<file path="src/hdl/lfupr_pkg.sv">
// package for the lfu page replacement block: default sizes, fixed field widths
// and the sequencer state type; no dependencies
package lfupr_pkg;

   // default sizes handed to the top level parameters
   localparam int MAX_FRAMES_DEF = 16;
   localparam int PAGE_BITS_DEF  = 16;
   localparam int COUNT_BITS_DEF = 16;

   // fixed widths of the result fields and counters
   localparam int TS_W       = 32;
   localparam int FAULT_W    = 32;
   localparam int SLOT_OUT_W = 4;
   localparam int EVPAGE_W   = 16;

   // frame limit register
   localparam int CSR_W = 5;
   localparam logic [CSR_W-1:0] CSR_LIMIT_RESET = 5'd16;

   // sequencer states
   typedef enum logic [1:0] {
      ST_IDLE,
      ST_SCAN,
      ST_DECIDE
   } lfupr_state_type;

endpackage

</file>
<file path="src/hdl/lfupr_frame_mem.sv">
// frame table memory: one word per frame holding page, use count and timestamp
// one write port, one read port with registered read data; uses lfupr_pkg
module lfupr_frame_mem
   import lfupr_pkg::*;
#(
   parameter int DEPTH  = MAX_FRAMES_DEF,
   parameter int WIDTH  = PAGE_BITS_DEF + COUNT_BITS_DEF + TS_W,
   parameter int ADDR_W = (DEPTH > 1) ? $clog2(DEPTH) : 1
) (
   input  logic              clock,
   input  logic              wr_en,
   input  logic [ADDR_W-1:0] wr_addr,
   input  logic [WIDTH-1:0]  wr_data,
   input  logic [ADDR_W-1:0] rd_addr,
   output logic [WIDTH-1:0]  rd_data
);

   logic [WIDTH-1:0] mem [DEPTH];
   logic [WIDTH-1:0] rd_data_ff;

   // write port
   always_ff @(posedge clock) begin
      if (wr_en) begin
         mem[wr_addr] <= wr_data;
      end
   end

   // read port, registered read data
   always_ff @(posedge clock) begin
      rd_data_ff <= mem[rd_addr];
   end

   assign rd_data = rd_data_ff;

endmodule

</file>
<file path="src/hdl/lfupr_ctrl.sv">
// sequencer: scans the frame table for a hit and the eviction candidate,
// then writes back the chosen frame and registers the result; uses lfupr_pkg
module lfupr_ctrl
   import lfupr_pkg::*;
#(
   parameter int MAX_FRAMES = MAX_FRAMES_DEF,
   parameter int PAGE_BITS  = PAGE_BITS_DEF,
   parameter int COUNT_BITS = COUNT_BITS_DEF,
   parameter int ADDR_W     = (MAX_FRAMES > 1) ? $clog2(MAX_FRAMES) : 1,
   parameter int ENTRY_W    = PAGE_BITS + COUNT_BITS + TS_W
) (
   input  logic                  clock,
   input  logic                  reset,
   input  logic                  start,
   output logic                  busy,
   input  logic [PAGE_BITS-1:0]  req_page,
   input  logic [CSR_W-1:0]      frame_limit,
   output logic                  mem_wr_en,
   output logic [ADDR_W-1:0]     mem_wr_addr,
   output logic [ENTRY_W-1:0]    mem_wr_data,
   output logic [ADDR_W-1:0]     mem_rd_addr,
   input  logic [ENTRY_W-1:0]    mem_rd_data,
   output logic                  rsp_valid,
   output logic                  rsp_hit,
   output logic [SLOT_OUT_W-1:0] rsp_frame_slot,
   output logic                  rsp_evicted,
   output logic [EVPAGE_W-1:0]   rsp_evicted_page,
   output logic [FAULT_W-1:0]    rsp_fault_total
);

   localparam int LIM_W = $clog2(MAX_FRAMES + 1);
   localparam logic [COUNT_BITS-1:0] COUNT_MAX = '1;

   lfupr_state_type state_ff, state_in;

   logic [PAGE_BITS-1:0]  page_ff, page_in;
   logic [LIM_W-1:0]      lim_ff, lim_in;
   logic [LIM_W-1:0]      fill_ff, fill_in;
   logic [TS_W-1:0]       req_idx_ff, req_idx_in;
   logic [FAULT_W-1:0]    fault_ff, fault_in;
   logic [ADDR_W-1:0]     cmp_idx_ff, cmp_idx_in;
   logic                  found_ff, found_in;
   logic [ADDR_W-1:0]     hit_slot_ff, hit_slot_in;
   logic [COUNT_BITS-1:0] hit_cnt_ff, hit_cnt_in;
   logic [ADDR_W-1:0]     best_slot_ff, best_slot_in;
   logic [COUNT_BITS-1:0] best_cnt_ff, best_cnt_in;
   logic [TS_W-1:0]       best_age_ff, best_age_in;
   logic [PAGE_BITS-1:0]  best_page_ff, best_page_in;

   logic                  rsp_valid_ff, rsp_valid_in;
   logic                  rsp_hit_ff, rsp_hit_in;
   logic [SLOT_OUT_W-1:0] rsp_slot_ff, rsp_slot_in;
   logic                  rsp_ev_ff, rsp_ev_in;
   logic [EVPAGE_W-1:0]   rsp_evpage_ff, rsp_evpage_in;

   // fields of the word read back from the frame table
   logic [PAGE_BITS-1:0]  rd_page;
   logic [COUNT_BITS-1:0] rd_cnt;
   logic [TS_W-1:0]       rd_age;
   logic [LIM_W-1:0]      lim_eff;
   logic [ADDR_W-1:0]     slot;
   logic [COUNT_BITS-1:0] new_cnt;

   assign {rd_page, rd_cnt, rd_age} = mem_rd_data;

   // clamp the frame limit to 1 .. MAX_FRAMES
   always_comb begin
      if (frame_limit == '0) begin
         lim_eff = LIM_W'(1);
      end else if (32'(frame_limit) > MAX_FRAMES) begin
         lim_eff = LIM_W'(MAX_FRAMES);
      end else begin
         lim_eff = LIM_W'(frame_limit);
      end
   end

   // state and control registers
   always_ff @(posedge clock) begin
      if (reset) begin
         state_ff     <= ST_IDLE;
         fill_ff      <= '0;
         req_idx_ff   <= '0;
         fault_ff     <= '0;
         rsp_valid_ff <= 1'b0;
      end else begin
         state_ff     <= state_in;
         fill_ff      <= fill_in;
         req_idx_ff   <= req_idx_in;
         fault_ff     <= fault_in;
         rsp_valid_ff <= rsp_valid_in;
      end
   end

   // working and result payload registers
   always_ff @(posedge clock) begin
      page_ff       <= page_in;
      lim_ff        <= lim_in;
      cmp_idx_ff    <= cmp_idx_in;
      found_ff      <= found_in;
      hit_slot_ff   <= hit_slot_in;
      hit_cnt_ff    <= hit_cnt_in;
      best_slot_ff  <= best_slot_in;
      best_cnt_ff   <= best_cnt_in;
      best_age_ff   <= best_age_in;
      best_page_ff  <= best_page_in;
      rsp_hit_ff    <= rsp_hit_in;
      rsp_slot_ff   <= rsp_slot_in;
      rsp_ev_ff     <= rsp_ev_in;
      rsp_evpage_ff <= rsp_evpage_in;
   end

   // next state, scan and write back
   always_comb begin
      state_in      = state_ff;
      page_in       = page_ff;
      lim_in        = lim_ff;
      fill_in       = fill_ff;
      req_idx_in    = req_idx_ff;
      fault_in      = fault_ff;
      cmp_idx_in    = cmp_idx_ff;
      found_in      = found_ff;
      hit_slot_in   = hit_slot_ff;
      hit_cnt_in    = hit_cnt_ff;
      best_slot_in  = best_slot_ff;
      best_cnt_in   = best_cnt_ff;
      best_age_in   = best_age_ff;
      best_page_in  = best_page_ff;
      rsp_valid_in  = 1'b0;
      rsp_hit_in    = rsp_hit_ff;
      rsp_slot_in   = rsp_slot_ff;
      rsp_ev_in     = rsp_ev_ff;
      rsp_evpage_in = rsp_evpage_ff;
      mem_wr_en     = 1'b0;
      mem_wr_addr   = '0;
      mem_wr_data   = '0;
      mem_rd_addr   = '0;
      slot          = '0;
      new_cnt       = '0;

      case (state_ff)
         ST_IDLE: begin
            // read of frame 0 goes out with the accepted beat
            mem_rd_addr = '0;
            if (start) begin
               page_in    = req_page;
               lim_in     = lim_eff;
               cmp_idx_in = '0;
               found_in   = 1'b0;
               state_in   = (fill_ff == '0) ? ST_DECIDE : ST_SCAN;
            end
         end

         ST_SCAN: begin
            // data on the read port belongs to frame cmp_idx_ff
            mem_rd_addr = cmp_idx_ff + ADDR_W'(1);
            if (rd_page == page_ff) begin
               found_in    = 1'b1;
               hit_slot_in = cmp_idx_ff;
               hit_cnt_in  = rd_cnt;
               state_in    = ST_DECIDE;
            end else begin
               // eviction candidate: lowest count, then oldest, then lowest index
               if (32'(cmp_idx_ff) < 32'(lim_ff)) begin
                  if (cmp_idx_ff == '0 || rd_cnt < best_cnt_ff ||
                      (rd_cnt == best_cnt_ff && rd_age < best_age_ff)) begin
                     best_slot_in = cmp_idx_ff;
                     best_cnt_in  = rd_cnt;
                     best_age_in  = rd_age;
                     best_page_in = rd_page;
                  end
               end
               if (32'(cmp_idx_ff) + 1 == 32'(fill_ff)) begin
                  state_in = ST_DECIDE;
               end else begin
                  cmp_idx_in = cmp_idx_ff + ADDR_W'(1);
               end
            end
         end

         ST_DECIDE: begin
            rsp_ev_in     = 1'b0;
            rsp_evpage_in = '0;
            if (found_ff) begin
               slot    = hit_slot_ff;
               new_cnt = (hit_cnt_ff == COUNT_MAX) ? hit_cnt_ff
                                                   : hit_cnt_ff + COUNT_BITS'(1);
            end else begin
               new_cnt = COUNT_BITS'(1);
               if (fault_ff != '1) begin
                  fault_in = fault_ff + FAULT_W'(1);
               end
               if (fill_ff < lim_ff) begin
                  slot    = ADDR_W'(fill_ff);
                  fill_in = fill_ff + LIM_W'(1);
               end else begin
                  slot          = best_slot_ff;
                  rsp_ev_in     = 1'b1;
                  rsp_evpage_in = EVPAGE_W'(best_page_ff);
               end
            end
            mem_wr_en    = 1'b1;
            mem_wr_addr  = slot;
            mem_wr_data  = {page_ff, new_cnt, req_idx_ff};
            req_idx_in   = req_idx_ff + TS_W'(1);
            rsp_valid_in = 1'b1;
            rsp_hit_in   = found_ff;
            rsp_slot_in  = SLOT_OUT_W'(32'(slot));
            state_in     = ST_IDLE;
         end

         default: begin
            state_in = ST_IDLE;
         end
      endcase
   end

   assign busy             = (state_ff != ST_IDLE);
   assign rsp_valid        = rsp_valid_ff;
   assign rsp_hit          = rsp_hit_ff;
   assign rsp_frame_slot   = rsp_slot_ff;
   assign rsp_evicted      = rsp_ev_ff;
   assign rsp_evicted_page = rsp_evpage_ff;
   assign rsp_fault_total  = fault_ff;

endmodule

</file>
<file path="src/hdl/lfu_page_replacement.sv">
// top level of the lfu page replacement block: frame limit register, sequencer
// and frame table memory; uses lfupr_pkg, lfupr_ctrl, lfupr_frame_mem
//
//  channel   ports                               handshake
//  request   start, busy, req_page               taken when start and !busy
//  result    rsp_valid, rsp_hit .. rsp_fault_total  one-cycle strobe, no backpressure
//  config    csr_valid, csr_ready, csr_data      written when valid and ready
//
// a request goes from accept through a scan of the filled frames to the write
// back and its result strobe; the scan reads one frame per cycle through the
// single read port of the frame table and stops early when a hit is found.
// busy drops in the strobe cycle, so the next beat can be taken then.
// synchronous reset clears control state; the frame table needs no clearing
// pass since only filled frames are ever read.
module lfu_page_replacement
   import lfupr_pkg::*;
#(
   parameter int MAX_FRAMES = MAX_FRAMES_DEF,
   parameter int PAGE_BITS  = PAGE_BITS_DEF,
   parameter int COUNT_BITS = COUNT_BITS_DEF
) (
   input  logic                  clock,
   input  logic                  reset,
   input  logic                  start,
   output logic                  busy,
   input  logic [PAGE_BITS-1:0]  req_page,
   output logic                  rsp_valid,
   output logic                  rsp_hit,
   output logic [SLOT_OUT_W-1:0] rsp_frame_slot,
   output logic                  rsp_evicted,
   output logic [EVPAGE_W-1:0]   rsp_evicted_page,
   output logic [FAULT_W-1:0]    rsp_fault_total,
   input  logic                  csr_valid,
   output logic                  csr_ready,
   input  logic [CSR_W-1:0]      csr_data
);

   localparam int ADDR_W  = (MAX_FRAMES > 1) ? $clog2(MAX_FRAMES) : 1;
   localparam int ENTRY_W = PAGE_BITS + COUNT_BITS + TS_W;

   logic [CSR_W-1:0]   csr_limit_ff, csr_limit_in;
   logic               mem_wr_en;
   logic [ADDR_W-1:0]  mem_wr_addr;
   logic [ENTRY_W-1:0] mem_wr_data;
   logic [ADDR_W-1:0]  mem_rd_addr;
   logic [ENTRY_W-1:0] mem_rd_data;

   // frame limit register, always ready for a beat
   assign csr_ready    = 1'b1;
   assign csr_limit_in = (csr_valid && csr_ready) ? csr_data : csr_limit_ff;

   always_ff @(posedge clock) begin
      if (reset) begin
         csr_limit_ff <= CSR_LIMIT_RESET;
      end else begin
         csr_limit_ff <= csr_limit_in;
      end
   end

   // sequencer
   lfupr_ctrl #(
      .MAX_FRAMES (MAX_FRAMES),
      .PAGE_BITS  (PAGE_BITS),
      .COUNT_BITS (COUNT_BITS),
      .ADDR_W     (ADDR_W),
      .ENTRY_W    (ENTRY_W)
   ) u_ctrl (
      .clock            (clock),
      .reset            (reset),
      .start            (start),
      .busy             (busy),
      .req_page         (req_page),
      .frame_limit      (csr_limit_ff),
      .mem_wr_en        (mem_wr_en),
      .mem_wr_addr      (mem_wr_addr),
      .mem_wr_data      (mem_wr_data),
      .mem_rd_addr      (mem_rd_addr),
      .mem_rd_data      (mem_rd_data),
      .rsp_valid        (rsp_valid),
      .rsp_hit          (rsp_hit),
      .rsp_frame_slot   (rsp_frame_slot),
      .rsp_evicted      (rsp_evicted),
      .rsp_evicted_page (rsp_evicted_page),
      .rsp_fault_total  (rsp_fault_total)
   );

   // frame table
   lfupr_frame_mem #(
      .DEPTH  (MAX_FRAMES),
      .WIDTH  (ENTRY_W),
      .ADDR_W (ADDR_W)
   ) u_frame_mem (
      .clock   (clock),
      .wr_en   (mem_wr_en),
      .wr_addr (mem_wr_addr),
      .wr_data (mem_wr_data),
      .rd_addr (mem_rd_addr),
      .rd_data (mem_rd_data)
   );

`ifndef SYNTH
   // an accepted beat keeps the block busy in the next cycle
   a_accept_busy: assert property (@(posedge clock) disable iff (reset)
      (start && !busy) |=> busy)
      else $error("busy not raised after accept");

   // one strobe per request, never two in a row
   a_single_strobe: assert property (@(posedge clock) disable iff (reset)
      rsp_valid |=> !rsp_valid)
      else $error("result strobe held for two cycles");

   // a hit never evicts
   a_hit_no_evict: assert property (@(posedge clock) disable iff (reset)
      (rsp_valid && rsp_hit) |-> !rsp_evicted)
      else $error("eviction reported on a hit");

   // evicted page reads zero when nothing was evicted
   a_evpage_zero: assert property (@(posedge clock) disable iff (reset)
      (rsp_valid && !rsp_evicted) |-> (rsp_evicted_page == '0))
      else $error("evicted page nonzero without eviction");
`endif

endmodule

</file>
<file path="config.mk">
export PLATFORM = sky130hd
export DESIGN_NAME = lfu_page_replacement
export DESIGN_NICKNAME = d
export VERILOG_FILES = /design/src/hdl/lfupr_pkg.sv /design/src/hdl/lfupr_frame_mem.sv /design/src/hdl/lfupr_ctrl.sv /design/src/hdl/lfu_page_replacement.sv
export SDC_FILE = /design/constraint.sdc
export NUM_CORES = 2
export LEC_CHECK = 0
export ABC_AREA = 1
export BUFFER_PORTS_ARGS = -buffer_cell sky130_fd_sc_hd__buf_2
export CORE_MARGIN = 2
export CORE_UTILIZATION = 57
export CTS_CLUSTER_DIAMETER = 60
export DETAILED_ROUTE_END_ITERATION = 8
export PLACE_DENSITY = 0.76
export REMOVE_ABC_BUFFERS = 1
export SETUP_SLACK_MARGIN = 0.02
export SLEW_MARGIN = 25
export SYNTH_ARGS = -nofsm -noshare
export SYNTH_HDL_FRONTEND = slang
export SYNTH_HIERARCHICAL = 1
export SYNTH_SLANG_ARGS = --single-unit
</file>
<file path="constraint.sdc">
create_clock -name clock -period 5 [get_ports clock]
set_input_delay 0.5 -clock clock [delete_from_list [all_inputs] [get_ports clock]]
set_output_delay 0.5 -clock clock [all_outputs]
set_load 0.03 [all_outputs]
</file>
---- After elaboration in Yosys (flattened, before gate mapping) ----
Memory sizes are Yosys's and may differ from the RTL's. A register that Yosys moved wholly into a read port is not among the register bits.
Index checks and enable logic that the tools add are counted.
storage, ports and cells
  memory bits (writable) .................. 1024
  memories ................................ 1
  ROM bits ................................ 0
  latch bits .............................. 0
  word-level logic and storage cells ...... 90
  input bits .............................. 25
  bits in registers ....................... 213
memories
  memory           words  bits a word  read ports  clocked after Yosys merged registers in  wr ports  RTL line               RTL
  u_frame_mem.mem  16     64           1           1                                        1         lfupr_frame_mem.sv:18  logic [WIDTH-1:0] mem [DEPTH];
operators by class
  equal/unequal tests ..................... 12
  add/sub/neg operators ................... 6
  bitwise gates (word level) .............. 2
  order comparisons ....................... 5
  shift-type cells ........................ 0
  mux-type cells .......................... 24
  reductions and logical operators ........ 19
  $mul .................................... 0
  divide/modulo/power cells ............... 0
operators with widths
  cell                   count
  $add 32x1->32 const B  2
  $mux 64                1
  $eq 16x16->1           2
  $eq 32x5->1            1
  $lt 32x32->1           1
  $mux 16                2
  $ne 32x32->1 const B   1
  $mux 4                 7
  $add 16x1->16 const B  1
  $eq 16x16->1 const B   1
  $lt 16x16->1           1
  $logic_not 5->1        2
  $reduce_and 3->1       3
  $mux 2                 4
  $pmux 4 s2             1
  $reduce_and 4->1       2
  $mux 1                 6
  $ne 2x2->1 const B     3
  $reduce_and 2->1       3
  $add 4x1->5 const B    1
  $add 5x1->5 const B    1
  $gt 5x5->1 const B     1
  $lt 4x5->1             1
  $lt 5x5->1             1
  other kinds (15)       19

---- Depth between registers and ports, before layout ----
  depth after elaboration ................. 5
  depth in mapped cells ................... 14

---- By module ----
The synthesis kept the hierarchy.
modules (own cells, without submodules)
  module                cells each  sequential area each (sq um)  area an instance (sq um)  times used
  lfupr_frame_mem       4210        32030.7                       45258.4                   1
  lfupr_ctrl            1290        5525.3                        10956.8                   1
  lfu_page_replacement  33          100.1                         227.7                     1

---- Worst setup path after synthesis ----
No wires, ideal clock.
  path type ............................... flip-flop to flip-flop
  from .................................... register u_ctrl.state_ff[0]
  to ...................................... memory u_frame_mem/mem[12][0] (netlist bit), enable pin
  arrival time ............................ 4.778 ns
  cell stages (with the launch flop) ...... 9
  clock period less this slack ............ 5.264 ns
  library setup time ...................... 0.487 ns
  required time ........................... 4.513 ns
  slack ................................... -0.264 ns
  path through ............................ dfxtp_1 inv_1 nand2_1 buf_6 clkinv_1 clkbuf_1 and2_1 nand3_1 nor2_1
between the ends
  longest elaborated chain between the ends .. 4
  elaborated cells on any way between the ends .. 5
ends and longest elaborated chain
  item                          RTL line                    RTL
  from (decl)                   lfupr_ctrl.sv:34            lfupr_state_type state_ff, state_in;
  from (signal assigned)        lfupr_ctrl.sv:86            state_ff <= state_in;
  $eq 2x2->1                    lfupr_ctrl.sv:140           case (state_ff)
  $mux 1                        lfupr_ctrl.sv:140
  via mem_wr_en                 lfu_page_replacement.sv:42  logic mem_wr_en;
  $mux 1                        lfupr_frame_mem.sv:23       if (wr_en) begin
  $mux 1 (not written as such)  lfupr_frame_mem.sv:24       mem[wr_addr] <= wr_data;
  to (decl)                     lfupr_frame_mem.sv:18
The timed path passes the listed nets, and every way through them passes these cells.

---- Final worst setup path ----
  from .................................... register u_ctrl.lim_ff[2]
  to ...................................... memory u_frame_mem/mem[4][51] (netlist bit), enable pin
between the ends
  longest elaborated chain between the ends .. 4
ends and longest elaborated chain
  item                    RTL line                    RTL
  from (decl)             lfupr_ctrl.sv:37            logic [LIM_W-1:0] lim_ff, lim_in;
  from (signal assigned)  lfupr_ctrl.sv:97            lim_ff <= lim_in;
  $lt 5x5->1              lfupr_ctrl.sv:192           if (fill_ff < lim_ff) begin
  $mux 4                  lfupr_ctrl.sv:192
  $mux 4                  lfupr_ctrl.sv:183           if (found_ff) begin
  $mux 4                  lfupr_ctrl.sv:140
  via mem_wr_addr[2]      lfu_page_replacement.sv:43  logic [ADDR_W-1:0] mem_wr_addr;
The timed path passes the listed nets, and every way through them passes these cells.

==> impl_results.md <==
* Status: finished, final reports clean
* Post-route worst setup slack at 1.24 ns
* CP Capture Type: register
* Post-synthesis sequential area ratio at 66.7%
* Dpl ws at 1.35 ns
* Initial antenna violation count at 0
* DR vias at 38314
* Die Y at 319 µm
* Vias in the first global route at 37372
* Highest clock rate at 0.266 GHz
* Post-CTS Setup Inserts at 0
* Clk Latency, worst-skew pair at 0.74 ns
* Final min period at 3.76 ns
* Final period util at 75.2%
* DR DRC count at 0
* Worst slew pin tran at 1.04 ns
* Startpoint types: register
* Mapped Area at 56400 µm²
* Max-slew violations at 0
* N_diodes at 0
* P&R area growth vs syn at 10.8%
* Final hold violation count at 0
* Pwr Total at 24000 µW
* H-tree levels at 4
* Starting Density at 57.4%
* Io pins at 82
* Worst clock skew at 0.0326 ns
* WL final at 135 mm
* Mean number of vias per cell at 5.48
* MaxCap Viol Count at 0
* Top FF cell, synth: edfxtp_1
* Power Density at 384 nW/µm²
* Lkg Pwr at 0.0264 µW
* Die X at 319 µm
* Routed Antenna Nets at 0
* Post-synth cell types at 44
* PortBufs at 80
* Number of synthesized flops with an enable pin at 1160
* Root Buffer: clkbuf_16
* Gpl congestion at 0.898
* Final design utilization at 63.6%
* CTS tree: yes
* DIE AREA at 102000 µm²
* Crit path kind: register to register
* Ys Warns at 6
* Avg Cell Area, Syn at 10.2 µm²
* Routed WL per cell at 19.3 µm
* RSZ-0062 raised after global routing: no
* Final setup viols at 0
* CTS sink count at 1301
* Total core area at 98300 µm²
* Gr usage total at 26.5%
* Final nets at 5685
* Min Hold Slack at 0.0818 ns
* GR Overflow Total at 0
* First-pass GRT wire length at 209 mm
* DR iter-0 viols at 4201
* Crit-path max FO at 21
* FFs w/ async S/R, synth at 0%
* Data arrival time of the worst path at 4.18 ns
* CTS clk-pin slew, worst paths at 0.06 ns
* Yosys reg bits at 1301
* Synth Instances at 5533
* # rows at 115
* Post-detail-place hpwl at 72.7 mm
* Worst-case vdd ir drop at 0.357 mV
* Total CTS buffers at 132
* Max clock buf depth at 3
* Largest net degree at the start of global routing at 205
* Fraction of layout cells with a size suffix above 1 at 7.43%
* Max-slew headroom at 30.2%
* Worst R2R Start: u_ctrl/lim_ff[2]$_SDFFCE_PP0P_
* Hold_sp: csr_data[3]
* DRT Pass-1 Iters at 6
* Hold crit path type: input port to register
* Critical Path RT at 5.42 ns
* Final setup TNS at 0 ns
* Crit path launch: u_ctrl/lim_ff[2]$_SDFFCE_PP0P_
[worst paths after layout]
| path | cells after the start | slack (ns) | end |
|---|---|---|---|
| setup / recovery | 13 | 1.24 | u_frame_mem/mem[4][51]$_DFFE_PP_ |
| hold / removal | 5 | 0.08 | csr_limit_ff[3]$_SDFFE_PP0P_ |
| setup reg to reg | 13 | 1.24 | u_frame_mem/mem[4][51]$_DFFE_PP_ |
| hold reg to reg | 0 | 0.44 | u_ctrl/best_age_ff[31]$_DFFE_PP_ |
[worst max-delay path: stages, from the launching register on]
cell and delay (ns):
edfxtp_1 0.36, inv_1 0.09, ha_1 0.25, nand2_1 0.06, inv_1 0.03, o21ai_0 0.13
nand3_1 0.22, inv_1 0.22, nand2_1 0.09, a21oi_1 0.21, and2_1 0.21, nand3b_1 0.32
nor2_4 0.86, buf_4 0.38
[routing by layer]
metal	GRT usage (%)	share of wire (%)	routed length, µm	up-vias
li1	-	-	-	18007
met2	45.0	49	66500	1773
met1	34.2	39	52600	18231
met5	0	0	0	-
met4	10.9	3.4	4650	0
met3	4.11	8.3	11200	303
[power by group]
part           internal [µW]  switching (µW)  leakage [µW]
clock                   5720            4110       0.00214
combinational            522            1330        0.0124
sequential             12200             195        0.0119
[logic make-up (layout without fill, tap and decap cells)]
logic type | Yosys count | count (layout) | synth area share (%)
AND/OR/NAND/NOR | 2746 | 2746 | 20.5
flip-flops | 1301 | 1301 | 66.7
buffers and inverters | 1221 | 1393 | 9.14
AO/OA/AOI/OAI | 141 | 141 | 1.32
adder cells (fa/ha/maj) | 63 | 63 | 1.40
XOR/XNOR | 60 | 60 | 0.931
other | 1 | 1 | 0.00664
[cells in the mapped netlist (all sizes together), types with 2 or more instances]
library cell / number / area (µm²)
nand3: 814 / 4090
nand3b: 3 / 22.5
and2: 5 / 31.3
nor2: 226 / 868
nor3b: 6 / 45.0
clkinv: 2 / 7.51
a31oi: 3 / 18.8
xor2: 42 / 368
xnor2: 18 / 158
buf: 199 / 1320
and3: 4 / 25.0
edfxtp: 1160 / 34800
nor3: 33 / 181
inv: 984 / 3700
o21ai: 40 / 200
a211oi: 3 / 22.5
dfxtp: 141 / 2820
o21a: 3 / 22.5
nand4: 19 / 119
ha: 63 / 788
clkbuf: 36 / 135
nor4: 8 / 50.1
a21oi: 87 / 443
nand2: 1627 / 6130
[sequential cells by signal, summed over array words and instances (netlist names), 2 cells and up]
name,cells
u_ctrl/best_slot_ff,4
u_ctrl/rsp_frame_slot,4
u_ctrl/rsp_fault_total,32
u_ctrl/best_age_ff,32
u_ctrl/page_ff,16
u_ctrl/best_page_ff,16
u_frame_mem/rd_data,64
u_ctrl/state_ff,2
u_frame_mem/mem,1024
csr_limit_ff,5
u_ctrl/cmp_idx_ff,4
u_ctrl/fill_ff,5
u_ctrl/rsp_evicted_page,16
u_ctrl/best_cnt_ff,16
u_ctrl/lim_ff,5
u_ctrl/hit_cnt_ff,16
u_ctrl/req_idx_ff,32
u_ctrl/hit_slot_ff,4
[cells in the final DEF (no fill, tap or decap), types with 4 or more instances in the layout]
| master | synthesis | layout |
|---|---|---|
| nand2_1 | 1621 | 1620 |
| edfxtp_1 | 1160 | 1160 |
| inv_1 | 979 | 978 |
| nand3_1 | 811 | 811 |
| nor2_1 | 220 | 176 |
| dfxtp_1 | 141 | 141 |
| clkbuf_16 | 0 | 137 |
| a21oi_1 | 85 | 84 |
| buf_2 | 114 | 80 |
| ha_1 | 63 | 63 |
| buf_4 | 21 | 51 |
| xor2_1 | 42 | 42 |
| o21ai_0 | 40 | 40 |
| nor3_1 | 31 | 31 |
| clkbuf_1 | 36 | 29 |
| nor2_2 | 5 | 28 |
| clkinv_2 | 0 | 24 |
| nor2_4 | 1 | 22 |
| nand4_1 | 19 | 19 |
| xnor2_1 | 18 | 18 |
| dlygate4sd3_1 | 0 | 17 |
| buf_12 | 0 | 17 |
| clkbuf_8 | 0 | 13 |
| clkinv_1 | 2 | 11 |
| bufinv_16 | 0 | 9 |
| inv_6 | 0 | 8 |
| nor4_1 | 8 | 8 |
| nor3b_1 | 6 | 6 |
| nand2_2 | 5 | 5 |
| clkinvlp_4 | 0 | 5 |
| and2_1 | 5 | 5 |
| and3_1 | 4 | 4 |
[layout make-up]
cell class,count,area [µm²]
clock inverter,63,637
inverter,986,3730
tap,1287,1610
clock buffer,179,3720
sequential,1301,37700
timing repair buffer,165,1290
fill,7268,35800
multi-input combinational,3011,13900
[metrics by stage]
| stage | cell area, µm² | std cells |
|---|---|---|
| 2_1_floorplan | 55000 | 5298 |
| 3_3_place_gp | 57900 | 6733 |
| 3_5_place_dp | 57900 | 6733 |
| 4_1_cts | 62500 | 6992 |
| 5_1_grt | 62500 | 6992 |
| 6_report | 62500 | 6992 |
[timing repair]
action                     4_1_cts  5_1_grt
resized for setup                0        0
hold buffers                    17        0
hold endpoints to repair        17        0
setup endpoints to repair        0        0
No activity file was read; power rests on OpenSTA's default activity.
